[src/hw/rtl/fcpa_pkg.sv]
// Shared constants, codes and types of the fixed chunk pool allocator.
package fcpa_pkg;

	localparam int MAX_CHUNKS = 256;
	localparam int ALIGNMENT  = 16;

	localparam int ADDR_W  = 32;
	localparam int LEN_W   = 25;
	localparam int CSZ_W   = 17;
	localparam int DATA_W  = 32;
	localparam int CIDX_W  = 2;
	localparam int EFF_W   = CSZ_W + 1;
	localparam int IDX_W   = (MAX_CHUNKS > 1) ? $clog2(MAX_CHUNKS) : 1;
	localparam int LINK_W  = IDX_W + 1;
	localparam int ALIGN_W = $clog2(ALIGNMENT);
	localparam int SUM_W   = ((LEN_W > EFF_W) ? LEN_W : EFF_W) + 1;
	localparam int DSR_W   = EFF_W + IDX_W - 1;
	localparam int DIV_W   = (LEN_W > DSR_W) ? LEN_W : DSR_W;
	localparam int CNT_W   = $clog2(IDX_W + 1);

	localparam logic [LINK_W-1:0] NIL = LINK_W'(MAX_CHUNKS);

	typedef enum logic [CIDX_W-1:0] {
		CFG_BASE  = 2'd0,
		CFG_LEN   = 2'd1,
		CFG_CSIZE = 2'd2
	} cfg_idx_t;

	typedef enum logic [1:0] {
		ACT_ALLOC   = 2'd0,
		ACT_FREE    = 2'd1,
		ACT_REBUILD = 2'd2,
		ACT_NONE    = 2'd3
	} action_t;

	typedef enum logic [2:0] {
		STS_OK      = 3'd0,
		STS_EMPTY   = 3'd1,
		STS_NULL    = 3'd2,
		STS_OUTSIDE = 3'd3,
		STS_OFFBND  = 3'd4
	} status_t;

	typedef enum logic [3:0] {
		ST_IDLE,
		ST_PREP,
		ST_WALK,
		ST_ALLOC,
		ST_ALLOC_WB,
		ST_FCHK,
		ST_FDIV,
		ST_FPUSH,
		ST_DONE
	} state_t;

	typedef struct packed {
		logic             start;
		logic [LEN_W-1:0] dividend;
		logic [EFF_W-1:0] divisor;
	} div_req_t;

	typedef struct packed {
		logic             done;
		logic             exact;
		logic [IDX_W-1:0] quo;
	} div_res_t;

endpackage

[src/hw/rtl/fcpa_link_ram.sv]
// Generic single-port-write, single-port-read RAM with registered read data.
module fcpa_link_ram #(
	parameter int DEPTH = 256,
	parameter int WIDTH = 9
) (
	input  logic                     clk,
	input  logic                     we,
	input  logic [$clog2(DEPTH)-1:0] waddr,
	input  logic [WIDTH-1:0]         wdata,
	input  logic                     re,
	input  logic [$clog2(DEPTH)-1:0] raddr,
	output logic [WIDTH-1:0]         rdata
);

	logic [WIDTH-1:0] mem [DEPTH];

	always_ff @(posedge clk) begin
		if (we) begin
			mem[waddr] <= wdata;
		end
	end

	always_ff @(posedge clk) begin
		if (re) begin
			rdata <= mem[raddr];
		end
	end

endmodule

[src/hw/rtl/fcpa_div.sv]
// Restoring divider: chunk offset by chunk size, one quotient bit per cycle.
module fcpa_div (
	input  logic              clk,
	input  logic              arst_n,
	input  fcpa_pkg::div_req_t req,
	output fcpa_pkg::div_res_t res
);

	logic [fcpa_pkg::DIV_W-1:0] rem_q;
	logic [fcpa_pkg::DIV_W-1:0] dsr_q;
	logic [fcpa_pkg::IDX_W-1:0] quo_q;
	logic [fcpa_pkg::CNT_W-1:0] cnt_q;
	logic                       busy_q;
	logic                       done_q;
	logic                       ge;

	assign ge = rem_q >= dsr_q;

	always_ff @(posedge clk or negedge arst_n) begin
		if (!arst_n) begin
			busy_q <= 1'b0;
			done_q <= 1'b0;
			cnt_q  <= '0;
		end else begin
			done_q <= 1'b0;
			if (req.start) begin
				busy_q <= 1'b1;
				cnt_q  <= fcpa_pkg::CNT_W'(fcpa_pkg::IDX_W - 1);
			end else if (busy_q) begin
				cnt_q <= cnt_q - 1'b1;
				if (cnt_q == '0) begin
					busy_q <= 1'b0;
					done_q <= 1'b1;
				end
			end
		end
	end

	always_ff @(posedge clk) begin
		if (req.start) begin
			rem_q <= fcpa_pkg::DIV_W'(req.dividend);
			dsr_q <= fcpa_pkg::DIV_W'(req.divisor) << (fcpa_pkg::IDX_W - 1);
			quo_q <= '0;
		end else if (busy_q) begin
			// subtract when the shifted divisor fits, shift in the quotient bit
			rem_q <= ge ? rem_q - dsr_q : rem_q;
			quo_q <= (quo_q << 1) | fcpa_pkg::IDX_W'(ge);
			dsr_q <= dsr_q >> 1;
		end
	end

	assign res.done  = done_q;
	assign res.exact = (rem_q == '0);
	assign res.quo   = quo_q;

endmodule

[src/hw/rtl/fixed_chunk_pool_allocator.sv]
// Fixed chunk pool allocator: LIFO free list of equal chunks kept in a link RAM.
// Steps: allocate reads the head link and forms the chunk address (on an empty list it only
// sets the status), free checks the address, divides the offset in the bit-serial divider and
// pushes the chunk, rebuild writes one link RAM entry per chunk, an unused action goes straight
// to the result. One item at a time: a new request transfers once the result is registered.
// Reset: list empty, geometry zero, registers at 0 / 4096 / 32; link RAM uninitialized.
module fixed_chunk_pool_allocator (
	input  logic                        clk,
	input  logic                        arst_n,
	// configuration write port
	input  logic                        cfg_write,
	input  logic [fcpa_pkg::CIDX_W-1:0] cfg_index,
	input  logic [fcpa_pkg::DATA_W-1:0] cfg_data,
	// request channel
	input  logic                        in_valid,
	output logic                        in_ready,
	input  logic [1:0]                  action,
	input  logic [fcpa_pkg::ADDR_W-1:0] address,
	// result channel
	output logic                        out_valid,
	input  logic                        out_ready,
	output logic [fcpa_pkg::ADDR_W-1:0] chunk_address,
	output logic [2:0]                  status
);

	// configuration registers, applied only at rebuild
	logic [fcpa_pkg::ADDR_W-1:0] base_q;
	logic [fcpa_pkg::LEN_W-1:0]  blen_q;
	logic [fcpa_pkg::CSZ_W-1:0]  csize_q;

	// latched geometry and list head
	logic [fcpa_pkg::ADDR_W-1:0] abase_q;
	logic [fcpa_pkg::EFF_W-1:0]  eff_q;
	logic [fcpa_pkg::LEN_W-1:0]  region_q;
	logic [fcpa_pkg::LINK_W-1:0] head_q;

	fcpa_pkg::state_t state_q, state_d;

	// item registers
	fcpa_pkg::action_t           act_q;
	logic [fcpa_pkg::ADDR_W-1:0] addr_q;

	// rebuild walk
	logic [fcpa_pkg::LEN_W-1:0]  len_q;
	logic [fcpa_pkg::LEN_W-1:0]  acc_q;
	logic [fcpa_pkg::LINK_W-1:0] walk_i_q;
	logic                        walk_go;
	logic [fcpa_pkg::SUM_W-1:0]  acc_next;

	// allocation product and pending result
	logic [fcpa_pkg::IDX_W+fcpa_pkg::EFF_W-1:0] prod_q;
	logic [fcpa_pkg::ADDR_W-1:0] res_addr_q;
	fcpa_pkg::status_t           res_status_q;

	// output register
	logic                        out_valid_q;
	logic [fcpa_pkg::ADDR_W-1:0] out_addr_q;
	fcpa_pkg::status_t           out_status_q;

	// link RAM port signals
	logic                        ram_we;
	logic [fcpa_pkg::IDX_W-1:0]  ram_waddr;
	logic [fcpa_pkg::LINK_W-1:0] ram_wdata;
	logic                        ram_re;
	logic [fcpa_pkg::LINK_W-1:0] ram_rdata;

	fcpa_pkg::div_req_t div_req;
	fcpa_pkg::div_res_t div_res;

	// geometry from the configuration registers
	logic [fcpa_pkg::ADDR_W:0]   abase_w;
	logic [fcpa_pkg::ADDR_W:0]   pad_w;
	logic [fcpa_pkg::ADDR_W:0]   room_w;
	logic [fcpa_pkg::LEN_W-1:0]  len1_w;
	logic [fcpa_pkg::LEN_W-1:0]  len_w;
	logic [fcpa_pkg::CSZ_W-1:0]  req_w;
	logic [fcpa_pkg::EFF_W-1:0]  eff_w;

	// free checks
	logic [fcpa_pkg::ADDR_W-1:0] off_w;
	logic                        free_null;
	logic                        free_out;
	logic                        head_nil;
	logic                        out_free;

	fcpa_link_ram #(
		.DEPTH(fcpa_pkg::MAX_CHUNKS),
		.WIDTH(fcpa_pkg::LINK_W)
	) u_link_ram (
		.clk  (clk),
		.we   (ram_we),
		.waddr(ram_waddr),
		.wdata(ram_wdata),
		.re   (ram_re),
		.raddr(head_q[fcpa_pkg::IDX_W-1:0]),
		.rdata(ram_rdata)
	);

	fcpa_div u_div (
		.clk   (clk),
		.arst_n(arst_n),
		.req   (div_req),
		.res   (div_res)
	);

	// Round the base up, drop the padding from the length, and clip the
	// buffer so it never runs past the top of the address space.
	always_comb begin
		abase_w = ({1'b0, base_q} + (fcpa_pkg::ADDR_W+1)'(fcpa_pkg::ALIGNMENT - 1))
			& ~(fcpa_pkg::ADDR_W+1)'(fcpa_pkg::ALIGNMENT - 1);
		pad_w   = abase_w - {1'b0, base_q};
		len1_w  = (blen_q > pad_w[fcpa_pkg::LEN_W-1:0])
			? blen_q - pad_w[fcpa_pkg::LEN_W-1:0] : '0;
		room_w  = {1'b1, {fcpa_pkg::ADDR_W{1'b0}}} - abase_w;
		if (abase_w[fcpa_pkg::ADDR_W]) begin
			len_w = '0;
		end else if ((fcpa_pkg::ADDR_W+1)'(len1_w) > room_w) begin
			len_w = room_w[fcpa_pkg::LEN_W-1:0];
		end else begin
			len_w = len1_w;
		end
		// a chunk size of zero counts as one
		req_w = (csize_q == '0) ? fcpa_pkg::CSZ_W'(1) : csize_q;
		eff_w = (fcpa_pkg::EFF_W'(req_w) + fcpa_pkg::EFF_W'(fcpa_pkg::ALIGNMENT - 1))
			& ~fcpa_pkg::EFF_W'(fcpa_pkg::ALIGNMENT - 1);
	end

	// Walk pushes chunk i while i is below the chunk limit and the chunk still fits whole into the usable length.
	assign acc_next = fcpa_pkg::SUM_W'(acc_q) + fcpa_pkg::SUM_W'(eff_q);
	assign walk_go  = (walk_i_q < fcpa_pkg::LINK_W'(fcpa_pkg::MAX_CHUNKS))
		&& (acc_next <= fcpa_pkg::SUM_W'(len_q));

	assign off_w     = addr_q - abase_q;
	assign free_null = (addr_q == '0);
	assign free_out  = (addr_q < abase_q) || (off_w >= fcpa_pkg::ADDR_W'(region_q));
	assign head_nil  = (head_q == fcpa_pkg::NIL);
	assign out_free  = !out_valid_q || out_ready;

	// next state
	always_comb begin
		state_d = state_q;
		unique case (state_q)
			fcpa_pkg::ST_IDLE: begin
				if (in_valid) begin
					unique case (fcpa_pkg::action_t'(action))
						fcpa_pkg::ACT_ALLOC:   state_d = fcpa_pkg::ST_ALLOC;
						fcpa_pkg::ACT_FREE:    state_d = fcpa_pkg::ST_FCHK;
						fcpa_pkg::ACT_REBUILD: state_d = fcpa_pkg::ST_PREP;
						default:               state_d = fcpa_pkg::ST_DONE;
					endcase
				end
			end
			fcpa_pkg::ST_PREP:     state_d = fcpa_pkg::ST_WALK;
			fcpa_pkg::ST_WALK: begin
				if (!walk_go) begin
					state_d = fcpa_pkg::ST_DONE;
				end
			end
			fcpa_pkg::ST_ALLOC: begin
				state_d = head_nil ? fcpa_pkg::ST_DONE : fcpa_pkg::ST_ALLOC_WB;
			end
			fcpa_pkg::ST_ALLOC_WB: state_d = fcpa_pkg::ST_DONE;
			fcpa_pkg::ST_FCHK: begin
				state_d = (free_null || free_out) ? fcpa_pkg::ST_DONE : fcpa_pkg::ST_FDIV;
			end
			fcpa_pkg::ST_FDIV: begin
				if (div_res.done) begin
					state_d = fcpa_pkg::ST_FPUSH;
				end
			end
			fcpa_pkg::ST_FPUSH:    state_d = fcpa_pkg::ST_DONE;
			fcpa_pkg::ST_DONE: begin
				if (out_free) begin
					state_d = fcpa_pkg::ST_IDLE;
				end
			end
			default:               state_d = fcpa_pkg::ST_IDLE;
		endcase
	end

	// state outputs: handshake, link RAM and divider control
	always_comb begin
		in_ready         = 1'b0;
		ram_we           = 1'b0;
		ram_waddr        = walk_i_q[fcpa_pkg::IDX_W-1:0];
		ram_wdata        = head_q;
		ram_re           = 1'b0;
		div_req.start    = 1'b0;
		div_req.dividend = off_w[fcpa_pkg::LEN_W-1:0];
		div_req.divisor  = eff_q;
		unique case (state_q)
			fcpa_pkg::ST_IDLE:  in_ready = 1'b1;
			fcpa_pkg::ST_WALK:  ram_we = walk_go;
			fcpa_pkg::ST_ALLOC: ram_re = !head_nil;
			fcpa_pkg::ST_FCHK:  div_req.start = !(free_null || free_out);
			fcpa_pkg::ST_FPUSH: begin
				ram_we    = div_res.exact;
				ram_waddr = div_res.quo;
			end
			default: ;
		endcase
	end

	// configuration registers
	always_ff @(posedge clk or negedge arst_n) begin
		if (!arst_n) begin
			base_q  <= '0;
			blen_q  <= fcpa_pkg::LEN_W'(4096);
			csize_q <= fcpa_pkg::CSZ_W'(32);
		end else if (cfg_write) begin
			unique case (fcpa_pkg::cfg_idx_t'(cfg_index))
				fcpa_pkg::CFG_BASE:  base_q  <= cfg_data[fcpa_pkg::ADDR_W-1:0];
				fcpa_pkg::CFG_LEN:   blen_q  <= cfg_data[fcpa_pkg::LEN_W-1:0];
				fcpa_pkg::CFG_CSIZE: csize_q <= cfg_data[fcpa_pkg::CSZ_W-1:0];
				default: ;
			endcase
		end
	end

	// control state: FSM, list head, latched geometry, output valid
	always_ff @(posedge clk or negedge arst_n) begin
		if (!arst_n) begin
			state_q     <= fcpa_pkg::ST_IDLE;
			head_q      <= fcpa_pkg::NIL;
			abase_q     <= '0;
			eff_q       <= '0;
			region_q    <= '0;
			acc_q       <= '0;
			walk_i_q    <= '0;
			out_valid_q <= 1'b0;
		end else begin
			state_q <= state_d;
			// load a new result when the output register is free, else drop on transfer
			if (state_q == fcpa_pkg::ST_DONE && out_free) begin
				out_valid_q <= 1'b1;
			end else if (out_ready) begin
				out_valid_q <= 1'b0;
			end
			unique case (state_q)
				fcpa_pkg::ST_PREP: begin
					// latch geometry, empty the list, start the walk at chunk 0
					abase_q  <= abase_w[fcpa_pkg::ADDR_W-1:0];
					eff_q    <= eff_w;
					head_q   <= fcpa_pkg::NIL;
					acc_q    <= '0;
					walk_i_q <= '0;
				end
				fcpa_pkg::ST_WALK: begin
					if (walk_go) begin
						head_q   <= walk_i_q;
						acc_q    <= acc_next[fcpa_pkg::LEN_W-1:0];
						walk_i_q <= walk_i_q + 1'b1;
					end else begin
						region_q <= acc_q;
					end
				end
				fcpa_pkg::ST_ALLOC_WB: head_q <= ram_rdata;
				fcpa_pkg::ST_FPUSH: begin
					if (div_res.exact) begin
						head_q <= {1'b0, div_res.quo};
					end
				end
				default: ;
			endcase
		end
	end

	// payload registers
	always_ff @(posedge clk) begin
		case (state_q)
			fcpa_pkg::ST_IDLE: begin
				if (in_valid) begin
					act_q        <= fcpa_pkg::action_t'(action);
					addr_q       <= address;
					res_addr_q   <= '0;
					res_status_q <= fcpa_pkg::STS_OK;
				end
			end
			fcpa_pkg::ST_PREP: len_q <= len_w;
			fcpa_pkg::ST_ALLOC: begin
				prod_q <= head_q[fcpa_pkg::IDX_W-1:0] * eff_q;
				if (head_nil) begin
					res_status_q <= fcpa_pkg::STS_EMPTY;
				end
			end
			fcpa_pkg::ST_ALLOC_WB: begin
				// address wraps modulo the address space
				res_addr_q <= abase_q + fcpa_pkg::ADDR_W'(prod_q);
			end
			fcpa_pkg::ST_FCHK: begin
				if (free_null) begin
					res_status_q <= fcpa_pkg::STS_NULL;
				end else if (free_out) begin
					res_status_q <= fcpa_pkg::STS_OUTSIDE;
				end
			end
			fcpa_pkg::ST_FPUSH: begin
				if (!div_res.exact) begin
					res_status_q <= fcpa_pkg::STS_OFFBND;
				end
			end
			fcpa_pkg::ST_DONE: begin
				if (out_free) begin
					out_addr_q   <= (act_q == fcpa_pkg::ACT_ALLOC) ? res_addr_q : '0;
					out_status_q <= res_status_q;
				end
			end
			default: ;
		endcase
	end

	assign out_valid     = out_valid_q;
	assign chunk_address = out_addr_q;
	assign status        = out_status_q;

endmodule

[config.mk]
export PLATFORM = sky130hd
export DESIGN_NAME = fixed_chunk_pool_allocator
export DESIGN_NICKNAME = d
export VERILOG_FILES = /design/src/hw/rtl/fcpa_pkg.sv /design/src/hw/rtl/fcpa_link_ram.sv /design/src/hw/rtl/fcpa_div.sv /design/src/hw/rtl/fixed_chunk_pool_allocator.sv
export SDC_FILE = /design/constraint.sdc
export NUM_CORES = 2
export LEC_CHECK = 0
export BUFFER_PORTS_ARGS = -buffer_cell sky130_fd_sc_hd__buf_2
export CAP_MARGIN = 20
export CORE_UTILIZATION = 41
export DETAILED_ROUTE_END_ITERATION = 16
export GPL_TIMING_DRIVEN = 0
export MAX_ROUTING_LAYER = met4
export PLACE_DENSITY = 0.62
export SYNTH_ARGS = -nofsm -noshare
export SYNTH_HDL_FRONTEND = slang
export SYNTH_HIERARCHICAL = 1
export SYNTH_SLANG_ARGS = --single-unit
[constraint.sdc]
create_clock -name clk -period 24.8 [get_ports clk]
set_input_delay 4.96 -clock clk [delete_from_list [all_inputs] [get_ports clk]]
set_output_delay 4.96 -clock clk [all_outputs]
set_load 0.03 [all_outputs]
* After elaboration in Yosys (flattened, before gate mapping)
Memories as Yosys holds them, arrays and structs flattened. A register that Yosys moved wholly into a read port is not among the register bits.
Cells that the tools add are included.
** Word-level totals
- Flip-flop bits (word level) :: 404
- RAM bits :: 2304
- Input bits :: 73
- Output and inout bits :: 37
- Logic and storage cells :: 155
- Memories :: 1
** Operators by class
- Add/subtract/negate cells :: 11
- $mul :: 1
- $lt $le $gt $ge :: 7
- Eq/ne operators :: 22
- Mux-type cells :: 48
- Bitwise logic cells :: 2
- Reductions and logical operators :: 36
** Memories
- u_link_ram.mem :: depth 256, bits a word 9, read ports 1, clocked after Yosys merged registers in 1, wr ports 1, line fcpa_link_ram.sv:15 : logic [WIDTH-1:0] mem [DEPTH];
** Operators by type and width (count)
- 25-bit 2-to-1 mux :: 8
- 25-bit subtractor :: 3
- 32-bit one-hot mux with 2 select lines :: 1
- 25-bit one-hot mux with 2 select lines :: 1
- 9-bit one-hot mux with 4 select lines :: 1
- 32-bit by 4-bit adder with 33-bit output (second input constant) :: 1
- 25-bit by 33-bit greater-than comparator with 1-bit output :: 1
- 33-bit subtractor (first input constant) :: 1
- 32-bit by 26-bit adder with 32-bit output :: 1
- 32-bit by 25-bit >= comparator with 1-bit output :: 1
- 32-bit zero test :: 1
- 32-bit less-than comparator :: 1
- 32-bit 2-to-1 mux :: 1
- 4-bit 2-to-1 mux :: 8
- 4-bit one-hot mux with 8 select lines :: 1
- 32-bit subtractor :: 1
- 9-bit 2-to-1 mux :: 3
- 25-bit by 18-bit adder with 26-bit output :: 1
- 26-bit by 25-bit less-or-equal comparator with 1-bit output :: 1
- 25-bit >= comparator :: 1
- 25-bit greater-than comparator :: 1
- 25-bit zero test :: 1
- 8-bit by 14-bit multiplier with 22-bit output :: 1
- 17-bit by 4-bit adder with 18-bit output (second input constant) :: 1
- 36 further kinds :: 85

* Depth between registers and ports, before layout
- Depth after elaboration :: 8
- Mapped depth :: 40
- Gate-level depth less buffers :: 36

* Hierarchy
Netlist, hierarchy kept.
** By module, submodules not included
- fcpa_link_ram :: times used 1, cells an instance 4237, area an instance 89368.2 um2, seq. area each 69456.6 um2
- fixed_chunk_pool_allocator :: times used 1, cells an instance 2561, area an instance 24627.4 um2, seq. area each 8827.2 um2
- fcpa_div :: times used 1, cells an instance 445, area an instance 4081.4 um2, seq. area each 1741.7 um2

* Least setup slack after synthesis
No wires, ideal clock.
- Path type :: flip-flop to flip-flop
- From :: reg head_q[2] (netlist bit)
- To :: reg prod_q[25] (netlist bit) (data pin)
- Setup time :: 268 ps
- Arrival :: 7775 ps
- Data required time :: 24532 ps
- Slack :: 16757 ps
- Cell stages (with the launch flop) :: 19
- Buffers on the path :: 1
- Clock period less this slack :: 8043 ps
- Path through :: dfrtp_1 > clkbuf_1 > nand2_1 > fa_1 > fa_1 > inv_1 > fa_1 > inv_1 > fa_1 > inv_1 > ha_1 > a21boi_0 > o21ai_0 > a211o_1 > o21ai_0 > o41a_1 > a41o_1 > o41ai_1 > xnor2_1
** Between the ends
- Longest elaborated chain between the ends :: 1
** RTL lines
- start, declared :: line fixed_chunk_pool_allocator.sv:35 : logic [fcpa_pkg::LINK_W-1:0] head_q;
- start signal, assigned :: line fixed_chunk_pool_allocator.sv:224 : head_q <= fcpa_pkg::NIL;
- start signal, assigned :: line fixed_chunk_pool_allocator.sv:244 : head_q <= fcpa_pkg::NIL;
- start signal, assigned :: line fixed_chunk_pool_allocator.sv:250 : head_q <= walk_i_q;
- 8-bit by 14-bit multiplier with 22-bit output :: line fixed_chunk_pool_allocator.sv:281 : prod_q <= head_q[fcpa_pkg::IDX_W-1:0] * eff_q;
- end signal, assigned :: line fixed_chunk_pool_allocator.sv:281
- end, declared :: line fixed_chunk_pool_allocator.sv:51 : logic [fcpa_pkg::IDX_W+fcpa_pkg::EFF_W-1:0] prod_q;
No other way between the ends.
A chain may end at the register's enable or synchronous reset.

* Final worst setup path
- From :: reg eff_q[4] (netlist bit)
- To :: mem u_link_ram.mem[72][8], enable pin
** Between the ends
- Longest elaborated chain between the ends :: 6
** RTL lines
- start, declared :: line fixed_chunk_pool_allocator.sv:33 : logic [fcpa_pkg::EFF_W-1:0] eff_q;
- start signal, assigned :: line fixed_chunk_pool_allocator.sv:243 : eff_q <= eff_w;
- 25-bit by 18-bit adder with 26-bit output :: line fixed_chunk_pool_allocator.sv:129 : assign acc_next = fcpa_pkg::SUM_W'(acc_q) + fcpa_pkg::SUM_W'(eff_q);
- 26-bit by 25-bit less-or-equal comparator with 1-bit output :: line fixed_chunk_pool_allocator.sv:131 : && (acc_next <= fcpa_pkg::SUM_W'(len_q));
- 1-bit logical AND :: line fixed_chunk_pool_allocator.sv:131
- 1-bit one-hot mux with 2 select lines :: line fixed_chunk_pool_allocator.sv:191 : unique case (state_q)
- via ram_we :: line fixed_chunk_pool_allocator.sv:61 : logic ram_we;
- 1-bit 2-to-1 mux :: line fcpa_link_ram.sv:18 : if (we) begin
- 1-bit 2-to-1 mux (not written as such) :: line fcpa_link_ram.sv:19 : mem[waddr] <= wdata;
- end, declared :: line fcpa_link_ram.sv:15
The timed path passes the listed nets, and every way through them passes these cells.

==> metrics.csv <==
metric,value,unit
numClockSinks,2701,
synth_cell_type_count,118,
die_x,539,µm
ctsResizeCount,0,
cts_made_buffers,292,
synth_warnings,6,
worstMarginPinSlew,1.35,ns
syn_to_final_growth,13.8,%
synth_edf_count,2499,
timing.critical_path.from_type,flip-flop,
io_buffers,105,
wl,381000,µm
synth_ff_type,edfxtp_1,
p_leak,38.3,nW
grt_usage,0.265,
finalClockSkew,0.0956,ns
synthArstFlopShare,0.0692,
ant_nets,0,
synth_top_area_frac,0.636,
nFillCells,24200,
p_total,9.68,mW
hold_slack,0.420,ns
synth.cell_area,0.118,mm²
gp_congestion,1.01,
required,25.32,ns
die_area,0.290,mm²
rsz0062_at_grt,no,
post_drt_wl_per_cell,32.4,µm
clock_latency,0.94,ns
synth_seq_cells,2701,
grt_pass1_wl,529000,µm
holdCritPathClass,reg -> reg,
critPathMaxFanout,11,
drv_slew,0,
ir_worst_vdd,0.0528,mV
postSynthAreaPerCell,16.3,µm²
vias,72400,
core,0.286,mm²
setup_tns,0,ns
cts_root_buf,clkbuf_16,
cp.arrival,10.76,ns
setup_viol,0,
cap_violations,0,
rows,196,
period_share,0.413,
post-route-util,0.470,
start_util,0.413,
drive_above_1_share,0.180,
finalHoldViolCount,0,
cts_max_level,5,
drc_errors,0,
cts_setup_buffers,0,
relSlewSlack,0.0902,
cts_hold_buf,0,
grt_pass1_vias,69600,
synth_cells,7243,
dr.pass1.iters,7,
final_area,0.134,mm²
drt_iter0_markers,9845,
cts_buffer_depth,4,
num_io_pins,110,
antenna_found_initial,18,
overflow,0,
end_kind,flip-flop,
yosys-top-cells-area,"edfxtp_1, mux4_2, dfrtp_1",
grt_max_degree,109,
power_density,72.0,mW/mm²
hpwl,270000,µm
path_clk_slew,0.06,ns
critPathKind,reg -> reg,
yosysTopAreaCell,edfxtp_1,
max_freq,97.7,MHz
dpl_cell_area,0.125,mm²
post-route-min-period,10.24,ns
final_nets,8148,
status,completed,
yosysSeqAreaShare,0.678,
tritoncts,done,
die_h,539,µm
avgViaCountPerCell,6.16,
-- kinds of logic (layout without fill, tap and decap cells) --
kind of cell	Yosys count	after routing	synth area share
other	1	21	0.0000318
AND/OR/NAND/NOR	1465	1465	0.0603
multiplexers	783	783	0.118
adder cells (fa/ha/maj)	320	320	0.0388
flip-flops	2701	2701	0.678
AO/OA/AOI/OAI	1163	1163	0.0658
buffers and inverters	625	1359	0.0252
XOR/XNOR	185	185	0.0138
-- sequential cells by signal, indices dropped and copies added, names as in the netlist, 28 cells and up --
signal and count:
base_q 32, u_link_ram/mem 2304, res_addr_q 28, addr_q 32, chunk_address 28, abase_q 28
-- Yosys cell counts, types with 13 or more instances --
| library cell | count |
|---|---|
| buf_2 | 63 |
| o221ai_1 | 37 |
| o31ai_1 | 39 |
| mux4_2 | 467 |
| nand2b_1 | 38 |
| nor2b_1 | 52 |
| fa_1 | 77 |
| and2_1 | 108 |
| o21a_1 | 21 |
| nor3_1 | 79 |
| a22oi_1 | 176 |
| mux2_2 | 104 |
| a31oi_1 | 39 |
| buf_4 | 34 |
| xnor2_1 | 98 |
| xor2_1 | 86 |
| nand2_1 | 330 |
| buf_6 | 28 |
| and3_1 | 40 |
| or3_1 | 20 |
| nor2_1 | 501 |
| a211oi_1 | 63 |
| nand3_1 | 95 |
| dfxtp_1 | 15 |
| a22o_1 | 13 |
| and4_1 | 15 |
| o21ai_1 | 25 |
| mux2i_1 | 202 |
| a31o_2 | 16 |
| o22ai_1 | 69 |
| nor4_1 | 59 |
| or2_2 | 13 |
| clkbuf_1 | 209 |
| ha_1 | 243 |
| buf_1 | 21 |
| inv_1 | 246 |
| a221oi_1 | 19 |
| a21o_1 | 64 |
| o21ai_0 | 201 |
| o211ai_1 | 17 |
| nand4_1 | 51 |
| edfxtp_1 | 2499 |
| dfrtp_1 | 184 |
| a21oi_1 | 239 |
-- worst paths after layout --
check	start	end	slack [ns]	depth (start not counted)
setup / recovery	eff_q[4]	u_link_ram/mem[72][8]	14.56	27
min in group asynchronous	arst_n	blen_q[10]	4.09	1
setup reg to reg	eff_q[4]	u_link_ram/mem[72][8]	14.56	27
hold reg to reg	res_status_q[2]	status[2]	0.42	0
max in group asynchronous	arst_n	head_q[7]	19.56	2
hold / removal	res_status_q[2]	status[2]	0.42	0
-- worst max-delay path, stage by stage (launching register included) --
cell and delay (ns):
dfrtp_1 0.67, ha_1 0.38, fa_1 0.41, a21o_1 0.18, a21oi_1 0.26, o21ai_0 0.17
nand3_1 0.16, a31oi_1 0.13, a31oi_1 0.56, nor2_1 0.25, nand3_1 0.19, xnor2_1 0.14
ha_1 0.29, and3_1 0.19, nand4b_1 0.09, or3_1 0.31, o32ai_1 0.29, a21o_1 0.11
a31oi_1 0.09, a311o_1 0.55, clkbuf_1 0.32, clkbuf_1 0.35, nand2_1 0.38, clkbuf_1 0.45
clkbuf_1 0.42, nand3_1 0.61, clkbuf_2 0.80, nor2_1 1.10
-- placed cells by master (no fill, tap or decap), drive strengths merged, types with 21 or more instances in the layout --
cell type / n
a211oi: 64
a21o: 64
a21oi: 241
a22oi: 176
a31oi: 40
and2: 108
and3: 40
buf: 373
clkbuf: 582
clkinv: 110
dfrtp: 184
edfxtp: 2499
fa: 77
ha: 243
inv: 263
mux2: 105
mux2i: 202
mux4: 476
nand2: 330
nand2b: 38
nand3: 96
nand4: 54
nor2: 502
nor2b: 52
nor3: 82
nor4: 60
o21a: 22
o21ai: 227
o221ai: 38
o22ai: 70
o31ai: 41
or3: 21
xnor2: 99
xor2: 86
-- final cells by class --
type                       instances  area, µm²  area share
sequential                      2701      80100       0.596
multi-input combinational       3924      35100       0.261
clock buffer                     371       7870      0.0585
tap                             3762       4710      0.0350
timing repair buffer             211       2090      0.0156
buffer                           373       2050      0.0153
clock inverter                   152       1480      0.0110
inverter                         252        947     0.00705
antenna                           13       32.5    0.000242
-- metrics by stage --
stage | worst slack, ns | std cells
2_1_floorplan | 16.76 | 7250
4_1_cts | 14.92 | 11700
3_5_place_dp | 14.97 | 11200
3_3_place_gp | 11.91 | 11100
5_1_grt | 14.31 | 11800
6_report | 14.56 | 11800
-- layer usage --
layer / up-vias / GRT usage / routed length (µm)
met2: 4438 / 0.397 / 171000
met3: 870 / 0.0663 / 45800
met1: 37400 / 0.345 / 145000
li1: 29700 / - / -
met5: - / - / 0
met4: 0 / 0.110 / 18700
-- power by group --
part           switching, mW  total [mW]  internal, mW  leakage, nW
Combinational          0.263       0.430         0.167         13.8
Clock                   1.83        4.30          2.47         4.54
Sequential            0.0238        4.95          4.93         20.0
Total                   2.12        9.68          7.56         38.3
Power figures use the tool's default switching activity.
